--- config.mk ---
export PLATFORM = sky130hd
export DESIGN_NAME = weighted_sorted_priority_queue_top
export DESIGN_NICKNAME = d
export VERILOG_FILES = /design/src/rtl/wspq_pkg.sv /design/src/rtl/weighted_sorted_priority_queue_top.sv /design/src/rtl/wspq_datapath.sv /design/src/rtl/wspq_ctrl.sv
export VERILOG_INCLUDE_DIRS = /design/src /design/src/rtl
export SDC_FILE = /design/constraint.sdc
export NUM_CORES = 2
export LEC_CHECK = 0
export BUFFER_PORTS_ARGS = -buffer_cell sky130_fd_sc_hd__buf_2
export CORE_MARGIN = 8
export CORE_UTILIZATION = 60
export CTS_CLUSTER_DIAMETER = 100
export DETAILED_ROUTE_END_ITERATION = 8
export GPL_TIMING_DRIVEN = 0
export PLACE_DENSITY = 0.77
export RECOVER_POWER = 50
export SLEW_MARGIN = 5
export SYNTH_ARGS = -nofsm -noshare
export SYNTH_HDL_FRONTEND = slang
export SYNTH_SLANG_ARGS = --single-unit
--- constraint.sdc ---
create_clock -name i_clk -period 7.3 [get_ports i_clk]
set_input_delay 1.46 -clock i_clk [delete_from_list [all_inputs] [get_ports i_clk]]
set_output_delay 1.46 -clock i_clk [all_outputs]
set_load 0.05 [all_outputs]
--- src/rtl/weighted_sorted_priority_queue_top_macros.svh ---
// assertion macros used by the priority queue datapath
`ifndef WEIGHTED_SORTED_PRIORITY_QUEUE_TOP_MACROS_SVH
`define WEIGHTED_SORTED_PRIORITY_QUEUE_TOP_MACROS_SVH

// same-cycle implication, checked out of reset
`define WSPQ_ASSERT_NOW(label, clk, rst_n, ante, cons) \
    label: assert property (@(posedge clk) disable iff (!(rst_n)) (ante) |-> (cons)) \
        else $error("wspq check failed");

// next-cycle implication, checked out of reset
`define WSPQ_ASSERT_NEXT(label, clk, rst_n, ante, cons) \
    label: assert property (@(posedge clk) disable iff (!(rst_n)) (ante) |=> (cons)) \
        else $error("wspq check failed");

`endif

--- src/rtl/wspq_pkg.sv ---
// shared constants, codes and types of the weighted priority queue
package wspq_pkg;

    localparam int QUEUE_DEPTH = 16;
    localparam int ADDR_W      = $clog2(QUEUE_DEPTH);
    localparam int CNT_W       = $clog2(QUEUE_DEPTH + 1);
    localparam int ELEM_W      = 32;
    localparam int GRADE_W     = 14;
    localparam int COURSE_W    = 8;
    localparam int KEY_W       = 23;
    localparam int PROD_W      = GRADE_W + COURSE_W;
    localparam int STATUS_W    = 2;
    localparam int CFG_IDX_W   = 1;
    localparam int CFG_DATA_W  = 14;
    localparam int IN_DATA_W   = 56;
    localparam int OUT_DATA_W  = 88;

    localparam logic [GRADE_W-1:0]  GRADE_LIMIT_RESET = GRADE_W'(1000);
    localparam logic [COURSE_W-1:0] TOTAL_RESET       = COURSE_W'(30);

    // register indexes
    localparam logic [CFG_IDX_W-1:0] CFG_GRADE_LIMIT = 1'b0;
    localparam logic [CFG_IDX_W-1:0] CFG_TOTAL       = 1'b1;

    // operations
    localparam logic OP_ENQUEUE = 1'b0;
    localparam logic OP_DEQUEUE = 1'b1;

    // result status
    localparam logic [STATUS_W-1:0] ST_OK    = 2'd0;
    localparam logic [STATUS_W-1:0] ST_FULL  = 2'd1;
    localparam logic [STATUS_W-1:0] ST_EMPTY = 2'd2;

    // slot read address select
    localparam logic [1:0] RD_IDX    = 2'd0;
    localparam logic [1:0] RD_IDX_M1 = 2'd1;
    localparam logic [1:0] RD_IDX_M2 = 2'd2;
    localparam logic [1:0] RD_IDX_P1 = 2'd3;

    typedef struct packed {
        logic [KEY_W-1:0]    key;
        logic [COURSE_W-1:0] courses;
        logic [GRADE_W-1:0]  grade;
        logic [ELEM_W-1:0]   element;
    } t_entry;

    typedef struct packed {
        logic                capture;
        logic                status_load;
        logic [STATUS_W-1:0] status_code;
        logic                key_en;
        logic                idx_load_occ;
        logic                idx_load_one;
        logic                idx_dec;
        logic                idx_inc;
        logic [1:0]          rd_mode;
        logic                wr_en;
        logic                wr_new;
        logic                wr_down;
        logic                occ_inc;
        logic                occ_dec;
        logic                out_load;
    } t_cmd;

    typedef struct packed {
        logic full;
        logic empty;
        logic idx_zero;
        logic key_less;
        logic deq_end;
    } t_sts;

endpackage

--- src/rtl/weighted_sorted_priority_queue_top.sv ---
// Weighted sorted priority queue: bounded queue of entries kept in descending
// key order, key = grade * total course count + courses * highest grade, ties fifo.
// Input channel s_axis: tuser carries the operation (0 enqueue, 1 dequeue),
// tdata the element, grade and course count. One result leaves on m_axis for
// every input transfer: empty flag, count, the front entry, its key, status.
// The config port writes the highest grade (index 0) and total courses
// (index 1); write it only while no item is in flight.
// An enqueue computes the key, then walks down from the tail, passing one
// entry per step until its slot is found (0..occupancy entries passed); a
// dequeue shifts each remaining entry up one slot; a flagged full enqueue or
// empty dequeue goes straight to the result. Input ready returns in the cycle
// after the result is loaded, so no new item is taken before the last is done.
// The walk is bound by the single read and single write port of the slot
// memory, one slot moved per cycle.
// A finished result sits in the output register; a stalled receiver holds the
// next result in its final state until the register frees. Reset empties the
// queue and restores the registers to 1000 and 30; slot contents are not
// cleared, and no unwritten slot's data reaches a result.
module weighted_sorted_priority_queue_top (
    input  logic                                i_clk,
    input  logic                                i_rst_n,
    input  logic                                i_cfg_we,
    input  logic [wspq_pkg::CFG_IDX_W-1:0]      i_cfg_index,
    input  logic [wspq_pkg::CFG_DATA_W-1:0]     i_cfg_wdata,
    input  logic                                i_s_axis_tvalid,
    output logic                                o_s_axis_tready,
    // element_value[31:0], grade_hundredths[45:32], courses_passed[53:46]
    input  logic [wspq_pkg::IN_DATA_W-1:0]      i_s_axis_tdata,
    // operation
    input  logic                                i_s_axis_tuser,
    output logic                                o_m_axis_tvalid,
    input  logic                                i_m_axis_tready,
    // queue_empty[0], entry_count[5:1], front_element[37:6], front_grade[51:38],
    // front_courses[59:52], front_priority_key[82:60], status[84:83]
    output logic [wspq_pkg::OUT_DATA_W-1:0]     o_m_axis_tdata
);
    import wspq_pkg::*;

    t_cmd w_cmd;
    t_sts w_sts;

    wspq_ctrl u_ctrl (
        .i_clk       (i_clk),
        .i_rst_n     (i_rst_n),
        .i_in_valid  (i_s_axis_tvalid),
        .i_in_op     (i_s_axis_tuser),
        .i_out_ready (i_m_axis_tready),
        .i_sts       (w_sts),
        .o_in_ready  (o_s_axis_tready),
        .o_out_valid (o_m_axis_tvalid),
        .o_cmd       (w_cmd)
    );

    wspq_datapath u_datapath (
        .i_clk       (i_clk),
        .i_rst_n     (i_rst_n),
        .i_cfg_we    (i_cfg_we),
        .i_cfg_index (i_cfg_index),
        .i_cfg_wdata (i_cfg_wdata),
        .i_in_data   (i_s_axis_tdata),
        .i_cmd       (w_cmd),
        .o_sts       (w_sts),
        .o_out_data  (o_m_axis_tdata)
    );

endmodule

--- src/rtl/wspq_datapath.sv ---
// slot memory, key arithmetic, counters and result register
`include "weighted_sorted_priority_queue_top_macros.svh"

module wspq_datapath (
    input  logic                                i_clk,
    input  logic                                i_rst_n,
    input  logic                                i_cfg_we,
    input  logic [wspq_pkg::CFG_IDX_W-1:0]      i_cfg_index,
    input  logic [wspq_pkg::CFG_DATA_W-1:0]     i_cfg_wdata,
    input  logic [wspq_pkg::IN_DATA_W-1:0]      i_in_data,
    input  wspq_pkg::t_cmd                      i_cmd,
    output wspq_pkg::t_sts                      o_sts,
    output logic [wspq_pkg::OUT_DATA_W-1:0]     o_out_data
);
    import wspq_pkg::*;

    logic [GRADE_W-1:0]    r_grade_limit;
    logic [COURSE_W-1:0]   r_total;
    logic [CNT_W-1:0]      r_occ;
    logic [CNT_W-1:0]      r_idx;
    logic [STATUS_W-1:0]   r_status;
    logic [ELEM_W-1:0]     r_elem;
    logic [GRADE_W-1:0]    r_grade;
    logic [COURSE_W-1:0]   r_courses;
    logic [KEY_W-1:0]      r_key;
    t_entry                r_rdata;
    t_entry                r_front;
    logic [OUT_DATA_W-1:0] r_out;

    t_entry mem [QUEUE_DEPTH];

    logic [ELEM_W-1:0]   w_in_elem;
    logic [GRADE_W-1:0]  w_in_grade;
    logic [COURSE_W-1:0] w_in_courses;
    logic [GRADE_W-1:0]  w_grade_sat;
    logic [COURSE_W-1:0] w_courses_sat;
    logic [PROD_W-1:0]   w_prod_grade;
    logic [PROD_W-1:0]   w_prod_courses;
    logic [CNT_W-1:0]    w_idx_m1;
    logic [CNT_W-1:0]    w_idx_m2;
    logic [CNT_W-1:0]    w_idx_p1;
    logic [ADDR_W-1:0]   w_rd_addr;
    logic [ADDR_W-1:0]   w_wr_addr;
    t_entry              w_new;
    t_entry              w_wdata;
    t_entry              w_res_front;
    logic                w_res_empty;

    assign w_in_elem    = i_in_data[ELEM_W-1:0];
    assign w_in_grade   = i_in_data[ELEM_W +: GRADE_W];
    assign w_in_courses = i_in_data[ELEM_W+GRADE_W +: COURSE_W];

    assign w_grade_sat   = (w_in_grade > r_grade_limit) ? r_grade_limit : w_in_grade;
    assign w_courses_sat = (w_in_courses > r_total) ? r_total : w_in_courses;

    assign w_prod_grade   = PROD_W'(r_grade) * PROD_W'(r_total);
    assign w_prod_courses = PROD_W'(r_courses) * PROD_W'(r_grade_limit);

    assign w_idx_m1 = r_idx - CNT_W'(1);
    assign w_idx_m2 = r_idx - CNT_W'(2);
    assign w_idx_p1 = r_idx + CNT_W'(1);

    always_comb begin
        case (i_cmd.rd_mode)
            RD_IDX:    w_rd_addr = r_idx[ADDR_W-1:0];
            RD_IDX_M1: w_rd_addr = w_idx_m1[ADDR_W-1:0];
            RD_IDX_M2: w_rd_addr = w_idx_m2[ADDR_W-1:0];
            RD_IDX_P1: w_rd_addr = w_idx_p1[ADDR_W-1:0];
            default:   w_rd_addr = r_idx[ADDR_W-1:0];
        endcase
    end

    assign w_wr_addr = i_cmd.wr_down ? w_idx_m1[ADDR_W-1:0] : r_idx[ADDR_W-1:0];

    always_comb begin
        w_new.key     = r_key;
        w_new.courses = r_courses;
        w_new.grade   = r_grade;
        w_new.element = r_elem;
    end

    assign w_wdata = i_cmd.wr_new ? w_new : r_rdata;

    // slot store, one write and one registered read per cycle
    always_ff @(posedge i_clk) begin
        if (i_cmd.wr_en) begin
            mem[w_wr_addr] <= w_wdata;
        end
        r_rdata <= mem[w_rd_addr];
    end

    // copy of slot zero so the result never waits on the memory port
    always_ff @(posedge i_clk) begin
        if (i_cmd.wr_en && (w_wr_addr == '0)) begin
            r_front <= w_wdata;
        end
    end

    always_ff @(posedge i_clk) begin
        if (!i_rst_n) begin
            r_grade_limit <= GRADE_LIMIT_RESET;
            r_total       <= TOTAL_RESET;
        end else if (i_cfg_we) begin
            case (i_cfg_index)
                CFG_GRADE_LIMIT: r_grade_limit <= i_cfg_wdata[GRADE_W-1:0];
                CFG_TOTAL:       r_total       <= i_cfg_wdata[COURSE_W-1:0];
                default:         r_total       <= r_total;
            endcase
        end
    end

    always_ff @(posedge i_clk) begin
        if (!i_rst_n) begin
            r_occ <= '0;
            r_idx <= '0;
        end else begin
            if (i_cmd.occ_inc) begin
                r_occ <= r_occ + CNT_W'(1);
            end else if (i_cmd.occ_dec) begin
                r_occ <= r_occ - CNT_W'(1);
            end
            if (i_cmd.idx_load_occ) begin
                r_idx <= r_occ;
            end else if (i_cmd.idx_load_one) begin
                r_idx <= CNT_W'(1);
            end else if (i_cmd.idx_dec) begin
                r_idx <= w_idx_m1;
            end else if (i_cmd.idx_inc) begin
                r_idx <= w_idx_p1;
            end
        end
    end

    always_ff @(posedge i_clk) begin
        if (i_cmd.capture) begin
            r_elem    <= w_in_elem;
            r_grade   <= w_grade_sat;
            r_courses <= w_courses_sat;
        end
        if (i_cmd.status_load) begin
            r_status <= i_cmd.status_code;
        end
        if (i_cmd.key_en) begin
            r_key <= KEY_W'(w_prod_grade) + KEY_W'(w_prod_courses);
        end
    end

    assign w_res_empty = (r_occ == '0);
    assign w_res_front = w_res_empty ? '0 : r_front;

    always_ff @(posedge i_clk) begin
        if (i_cmd.out_load) begin
            r_out <= {3'b000, r_status, w_res_front.key, w_res_front.courses,
                      w_res_front.grade, w_res_front.element, r_occ, w_res_empty};
        end
    end

    assign o_out_data = r_out;

    assign o_sts.full     = (r_occ == CNT_W'(QUEUE_DEPTH));
    assign o_sts.empty    = w_res_empty;
    assign o_sts.idx_zero = (r_idx == '0);
    assign o_sts.key_less = (r_rdata.key < r_key);
    assign o_sts.deq_end  = (r_idx >= r_occ);

    `WSPQ_ASSERT_NOW(a_occ_bound, i_clk, i_rst_n, 1'b1, r_occ <= CNT_W'(QUEUE_DEPTH))
    `WSPQ_ASSERT_NOW(a_inc_not_full, i_clk, i_rst_n, i_cmd.occ_inc, !o_sts.full)
    `WSPQ_ASSERT_NOW(a_dec_not_empty, i_clk, i_rst_n, i_cmd.occ_dec, !o_sts.empty)
    `WSPQ_ASSERT_NOW(a_wr_in_range, i_clk, i_rst_n, i_cmd.wr_en, r_idx <= r_occ)

endmodule

--- src/rtl/wspq_ctrl.sv ---
// sequencer for insertion walk, dequeue shift and result handoff
module wspq_ctrl (
    input  logic           i_clk,
    input  logic           i_rst_n,
    input  logic           i_in_valid,
    input  logic           i_in_op,
    input  logic           i_out_ready,
    input  wspq_pkg::t_sts i_sts,
    output logic           o_in_ready,
    output logic           o_out_valid,
    output wspq_pkg::t_cmd o_cmd
);
    import wspq_pkg::*;

    localparam logic [2:0] S_IDLE   = 3'd0;
    localparam logic [2:0] S_KEY    = 3'd1;
    localparam logic [2:0] S_WALK   = 3'd2;
    localparam logic [2:0] S_DQ_PRE = 3'd3;
    localparam logic [2:0] S_DQ     = 3'd4;
    localparam logic [2:0] S_DONE   = 3'd5;

    logic [2:0] r_state;
    logic [2:0] n_state;
    logic       r_valid;
    logic       n_valid;
    logic       w_accept;

    assign o_in_ready  = (r_state == S_IDLE);
    assign w_accept    = i_in_valid && o_in_ready;
    assign o_out_valid = r_valid;

    always_comb begin
        n_state = r_state;
        n_valid = r_valid && !i_out_ready;
        o_cmd   = '0;
        o_cmd.rd_mode = RD_IDX;
        case (r_state)
            S_IDLE: begin
                if (w_accept) begin
                    o_cmd.capture     = 1'b1;
                    o_cmd.status_load = 1'b1;
                    o_cmd.status_code = ST_OK;
                    if (i_in_op == OP_ENQUEUE) begin
                        if (i_sts.full) begin
                            o_cmd.status_code = ST_FULL;
                            n_state = S_DONE;
                        end else begin
                            o_cmd.idx_load_occ = 1'b1;
                            n_state = S_KEY;
                        end
                    end else begin
                        if (i_sts.empty) begin
                            o_cmd.status_code = ST_EMPTY;
                            n_state = S_DONE;
                        end else begin
                            o_cmd.idx_load_one = 1'b1;
                            n_state = S_DQ_PRE;
                        end
                    end
                end
            end
            S_KEY: begin
                o_cmd.key_en  = 1'b1;
                o_cmd.rd_mode = RD_IDX_M1;
                n_state = S_WALK;
            end
            S_WALK: begin
                // read data holds the slot just above the insertion point
                o_cmd.rd_mode = RD_IDX_M2;
                o_cmd.wr_en   = 1'b1;
                if (!i_sts.idx_zero && i_sts.key_less) begin
                    o_cmd.idx_dec = 1'b1;
                end else begin
                    o_cmd.wr_new  = 1'b1;
                    o_cmd.occ_inc = 1'b1;
                    n_state = S_DONE;
                end
            end
            S_DQ_PRE: begin
                o_cmd.rd_mode = RD_IDX;
                n_state = S_DQ;
            end
            S_DQ: begin
                o_cmd.rd_mode = RD_IDX_P1;
                if (i_sts.deq_end) begin
                    o_cmd.occ_dec = 1'b1;
                    n_state = S_DONE;
                end else begin
                    o_cmd.wr_en   = 1'b1;
                    o_cmd.wr_down = 1'b1;
                    o_cmd.idx_inc = 1'b1;
                end
            end
            S_DONE: begin
                if (!r_valid || i_out_ready) begin
                    o_cmd.out_load = 1'b1;
                    n_valid = 1'b1;
                    n_state = S_IDLE;
                end
            end
            default: begin
                n_state = S_IDLE;
            end
        endcase
    end

    always_ff @(posedge i_clk) begin
        if (!i_rst_n) begin
            r_state <= S_IDLE;
            r_valid <= 1'b0;
        end else begin
            r_state <= n_state;
            r_valid <= n_valid;
        end
    end

endmodule

# ---- Yosys cells after proc, flatten, opt, wreduce, memory -nomap -nowiden
# Memory sizes are Yosys's and may differ from the RTL's. A register that Yosys moved wholly into a read port is not among the register bits.
# Cells that the tools add are included.
# Widths: inputs -> output; s select.
dict set report totals {
  register_bits 277
  ram_bits 1232
  out_inout_bits 90
  wordCells 110
  n_memories 1
}
# name words width read_ports rd_clocked_by_memory_dff wr line_no
set mem_list {}
lappend mem_list {u_datapath.mem 16 77 1 1 1 wspq_datapath.sv:30} ;# t_entry mem [QUEUE_DEPTH];
dict set report classes {
  add_sub_neg 6
  multipliers 2
  order_cmp 4
  eq_ne 13
  mux 47
  bitwise 1
  n_reduce_logical 19
}
# op count
set op_table {}
lappend op_table {{$mux 77} 1}
lappend op_table {{$mux 5} 6}
lappend op_table {{$add 22x22->23} 1}
lappend op_table {{$lt 23x23->1} 1}
lappend op_table {{$mul 14x8->22} 1}
lappend op_table {{$mul 8x14->22} 1}
lappend op_table {{$mux 3} 7}
lappend op_table {{$mux 1} 20}
lappend op_table {{$pmux 3 s6} 1}
lappend op_table {{$pmux 4 s4} 1}
lappend op_table {{$gt 14x14->1} 1}
lappend op_table {{$mux 14} 1}
lappend op_table {{$mux 4} 3}
lappend op_table {{$add 5x1->5 const B} 2}
lappend op_table {{$logic_not 5->1} 2}
lappend op_table {{$sub 5x1->5 const B} 2}
lappend op_table {{$gt 8x8->1} 1}
lappend op_table {{$mux 2} 4}
lappend op_table {{$mux 8} 1}
lappend op_table {{$eq 3x2->1 const B} 2}
lappend op_table {{$eq 3x3->1 const B} 2}
lappend op_table {{$pmux 2 s3} 1}
lappend op_table {{$reduce_and 2->1} 3}
lappend op_table {{$eq 5x5->1 const B} 1}
lappend op_table {{other kinds (18)} 26}

# ---- Longest topological paths before layout
dict set report logic_depth {
  depth_word 8
  mapped_depth 22
}

# ---- By module
# From an unflattened synthesis, not the netlist that was laid out.
dict set report hier_totals {
  cells_unflattened 3588
  area_unflattened_um2 65571.6
}
# module instances cells_per_inst area_per_inst_um2 seq_area_each_um2
set by_module_without_submodules {}
lappend by_module_without_submodules {wspq_datapath 1 3529 65161.2 44102.3}
lappend by_module_without_submodules {wspq_ctrl 1 59 410.4 80.1}

# ---- Least setup slack after synthesis
# No wires, ideal clock.
dict set report synth_path {
  path_kind {register to register}
  start {register u_datapath.r_idx[0]}
  end {memory u_datapath.mem[4][0] in the netlist's numbering, enable pin}
  setup_ns 0.513
  t_arrival_ns 5.284
  required_time_ns 6.787
  setup_slack_ns 1.503
  stages_incl_launch_ff 12
  path_buffers 2
  period_less_slack_ns 5.797
  path_cell_list {dfxtp_1 -> buf_2 -> inv_1 -> ha_1 -> nand2b_1 -> a31oi_1 -> o211a_1 -> clkbuf_1 -> nand2_1 -> o22ai_1 -> a32oi_1 -> nor2_1}
}
dict set report synth_between {
  elab_chain_len 5
}
# item line_no
set synth_lines {}
lappend synth_lines {{start, declared} wspq_datapath.sv:20} ;# logic [CNT_W-1:0] r_idx;
lappend synth_lines {{start signal, assigned} wspq_datapath.sv:123} ;# r_idx <= r_occ;
lappend synth_lines {{start signal, assigned} wspq_datapath.sv:127} ;# r_idx <= w_idx_m1;
lappend synth_lines {{start signal, assigned} wspq_datapath.sv:129} ;# r_idx <= w_idx_p1;
lappend synth_lines {{$ge 5x5->1} wspq_datapath.sv:164} ;# assign o_sts.deq_end = (r_idx >= r_occ);
lappend synth_lines {{$mux 1} wspq_ctrl.sv:85} ;# if (i_sts.deq_end) begin
lappend synth_lines {{$pmux 1 s2} wspq_ctrl.sv:37} ;# case (r_state)
lappend synth_lines {{$mux 1} wspq_datapath.sv:86} ;# if (i_cmd.wr_en) begin
lappend synth_lines {{$mux 1 (implied by the code)} wspq_datapath.sv:87} ;# mem[w_wr_addr] <= w_wdata;
lappend synth_lines {{end, declared} wspq_datapath.sv:30}
# Several ways; a longest one is shown, not always the timed one.

# ---- Final worst setup path
dict set report layout_path {
  start {register u_datapath.r_total[7]}
  end {register u_datapath.r_key[21] (data pin)}
}
dict set report layout_between {
  elab_chain_len 2
}
# item line_no
set layout_lines {}
lappend layout_lines {{start, declared} wspq_datapath.sv:18} ;# logic [COURSE_W-1:0] r_total;
lappend layout_lines {{start signal, assigned} wspq_datapath.sv:106} ;# CFG_TOTAL: r_total <= i_cfg_wdata[COURSE_W-1:0];
lappend layout_lines {{start signal, assigned} wspq_datapath.sv:107} ;# default: r_total <= r_total;
lappend layout_lines {{$mul 14x8->22} wspq_datapath.sv:56} ;# assign w_prod_grade = PROD_W'(r_grade) * PROD_W'(r_total);
lappend layout_lines {{$add 22x22->23} wspq_datapath.sv:144} ;# r_key <= KEY_W'(w_prod_grade) + KEY_W'(w_prod_courses);
lappend layout_lines {{end signal, assigned} wspq_datapath.sv:144}
lappend layout_lines {{end, declared} wspq_datapath.sv:25} ;# logic [KEY_W-1:0] r_key;
# Every way passes these cells.
# A chain may end at the register's enable or synchronous reset.

==> results.yml <==
clock_network:
  htreeDepth: 4
  clock-sinks: 1509
  root_buffer: "clkbuf_16"
  clock_path_buffers: 3
  clkLatencyLatePin_ns: 0.77
  numCtsBuffers: 148
  cts_hold_buf: 0
  path_clk_slew_ns: 0.06
  cts_tree: "done"
  cts_resized: 0
  postCtsSetupBuffers: 0
detailed_routing:
  ant_nets: 0
  finalWirelength_um: 158200
  wirelength_met1_um: 58590
  wl_met2_um: 74640
  num_vias: 35050
  drc: 0
  drtIter0Drc: 4421
  wl_per_cell_um: 28.68
  avgViaCountPerCell: 6.355
  first_pass_iters: 6
  maxUsedRoutingLayer: "met5"
  wl_met3_um: 17230
timing:
  fin_crit_sh: 0.9433
  min_period_ns: 6.886
  clock_skew_ns: 0.02859
  finalSetupTns_ns: 0
  slew_headroom: -0.7426
  max_freq_mhz: 145.2
  grt_setup_unrepaired: "no"
  drv_slew: 494
  finalHoldViolCount: 0
  tightestPinTransition_ns: 2.587
  setup_viol: 0
yosys:
  synth_edf_count: 1396
  yosys.area_share.simple: 0.04407
  syn_inst: 3619
  synth-async-reset-ratio: 0
  synth_mux_area_frac: 0.1245
  synth-seq-cells: 1509
  synth_top_family_by_area: "multiplexers"
  ys_types: 68
  synth.top_cells.by_area: "edfxtp_1 (65%), mux4_2 (11%), fa_1 (5.6%), dfxtp_1 (3.5%), ha_1 (2.5%)"
  synth_compound_area_frac: 0.03616
  synthXorXnorAreaFrac: 0.003377
  synth_area_um2: 64840
  synth_most_common_cell: "edfxtp_1"
  ys_warn_count: 0
  synthFlopType: "edfxtp_1"
  synth_area_per_cell_um2: 17.92
  seq_area_frac_synth: 0.6814
  synthAdderAreaFrac: 0.08105
  synth.top_cell.area_share: 0.6465
  synth_top_area_cell: "edfxtp_1"
  synth_common_cells: "edfxtp_1 (1396), mux4_2 (308), inv_1 (268)"
placement:
  place_hpwl_um: 102400
  portBuffers: 161
  place_inst: 5241
  placed_area_um2: 68690
  gp_congestion: 0.8984
critical_path:
  timing.critical_path.mode_cell: "fa_1"
  critical_path.max_fanout: 10
  crit_type: "flop to flop"
  reg2reg_to: "u_datapath.r_key[21]"
  cp_slowest_cell: "fa_1"
  crit_chain: "clkbuf_1 -> nand2_1 -> fa_1 -> inv_1 -> fa_1 -> fa_1 -> fa_1 -> fa_1 -> inv_1 -> fa_1 -> inv_1 -> ha_1 -> clkbuf_1 -> o211ai_1 -> nor3_1 -> o21ai_1 -> a211oi_1 -> a31oi_1 -> nand2_1 -> o211ai_1"
  regToRegSetupSlack_ns: 0.41
  start_kind: "flop"
  endpoint: "u_datapath.r_key[21]"
  r2r-start: "u_datapath.r_total[7]"
  reg2reg_depth: 20
  critical_path.max_stage_delay_ns: 0.61
  end_kind: "flop"
  worstPathRequired_ns: 7.79
  crit_start: "u_datapath.r_total[7]"
  crit_arrival_ns: 7.37
global_route:
  grt_max_degree: 34
  antenna_found_initial: 10
  grt_util_all_layers: 0.2676
  grt_pass1_vias: 36340
  overflow: 0
  grt_pass1_wl_um: 231700
min_path:
  hold_class: "flop to flop"
floorplan:
  rows: 120
  ioPinCount: 167
  floorplan.initialDensity: 0.6048
  die_x_um: 344.7
  core_um2: 107200
  fp.dieH_um: 344.7
  die-area_um2: 118800
cells_and_area:
  areaGrowthSynthToFinish_pct: 12.42
  fin_area_um2: 72890
  fillCellCount: 6778
  instances_no_fill: 5515
  regArea_um2: 44180
  nNetsFinal: 4375
  multiInputGateArea_um2: 18760
  drive_above_1_share: 0.1900
status:
  violations: "max-capacitance violations, max-slew violations"
  status: "finished, violations left"
run:
  max-cap-violations: 26
layout make-up:
type,instances,share of cell area
Clock inverter,65,0.007604
Inverter,269,0.01387
Antenna cell,1,0.00003433
Multi-Input combinational cell,1665,0.2574
Tap cell,1403,0.02408
Clock buffer,208,0.05685
Buffer,178,0.01212
Sequential cell,1509,0.6061
Timing Repair Buffer,217,0.02192
layer usage:
layer  up-vias  track usage
met4         6       0.1223
met1     18050       0.3490
li1      14590            -
met3       398      0.07723
met2      2007       0.4209
met5         -            0
flip-flops by register name (all words and copies together), names as in the netlist:
| signal | cells |
|---|---|
| u_datapath.mem | 1159 |
| u_datapath.o_out_data | 85 |
| u_datapath.r_rdata | 77 |
| u_datapath.r_front | 73 |
| u_datapath.r_elem | 32 |
| u_datapath.r_key | 23 |
| u_datapath.r_grade | 14 |
| u_datapath.r_grade_limit | 14 |
| u_datapath.r_courses | 8 |
| u_datapath.r_total | 8 |
| u_datapath.r_idx | 5 |
| u_datapath.r_occ | 5 |
| u_ctrl.r_state | 3 |
| u_datapath.r_status | 2 |
| u_ctrl.o_out_valid | 1 |
worst max-delay path, delay by kind of cell, from the launching register on:
kind                     cells  cell delay [ns]
adder cells (fa/ha/maj)      7             3.38
buffers and inverters        5             0.98
AO/OA/AOI/OAI                5             1.15
AND/OR/NAND/NOR              3             0.53
flip-flops                   1             0.55
cells by family (layout without fill, tap and decap cells):
kind of cell / after synthesis / in the layout
flops: 1509 / 1509
simple gates: 584 / 584
buf+inv: 447 / 937
mux: 409 / 409
compound gates: 333 / 333
fa+ha+maj: 311 / 311
xor+xnor: 25 / 25
other cells: 1 / 4
cells in the final DEF (no fill, tap or decap), drive strengths merged, types with 51 or more instances in the layout:
cell and n:
dfxtp 113, nor2 51, ha 128, clkbuf 395
fa 182, inv 275, mux4 308, mux2 99
nor2b 84, buf 208, nand2 261, and2 115
edfxtp 1396, a22oi 156
per-stage QoR:
stage | hold slack, ns | setup slack (ns) | utilization
floorplan | 0.4003 | 1.503 | -
global placement | 0.4025 | -2.671 | 0.6288
detailed placement | 0.4065 | 0.4857 | 0.6407
CTS | 0.4204 | 0.4330 | 0.6846
global route | 0.4346 | 0.09466 | 0.6799
finish | 0.4187 | 0.4140 | 0.6799
worst min path at each step:
| stage | slack [ns] | startpoint | depth (start not counted) | to |
|---|---|---|---|---|
| global route | 0.43 | u_datapath.r_status[0] | 0 | u_datapath.o_out_data[83] |
| CTS | 0.42 | u_datapath.r_status[0] | 0 | u_datapath.o_out_data[83] |
| finish | 0.42 | u_datapath.r_status[0] | 0 | u_datapath.o_out_data[83] |
| global placement | 0.40 | u_datapath.r_status[1] | 0 | u_datapath.o_out_data[84] |
| floorplan | 0.40 | u_datapath.r_status[0] | 0 | u_datapath.o_out_data[83] |
| detailed placement | 0.41 | u_datapath.r_status[0] | 0 | u_datapath.o_out_data[83] |
Power is left out: the tool's default activity adds up to more than one toggle a clock period on the data nets, which glitch-free logic cannot reach.
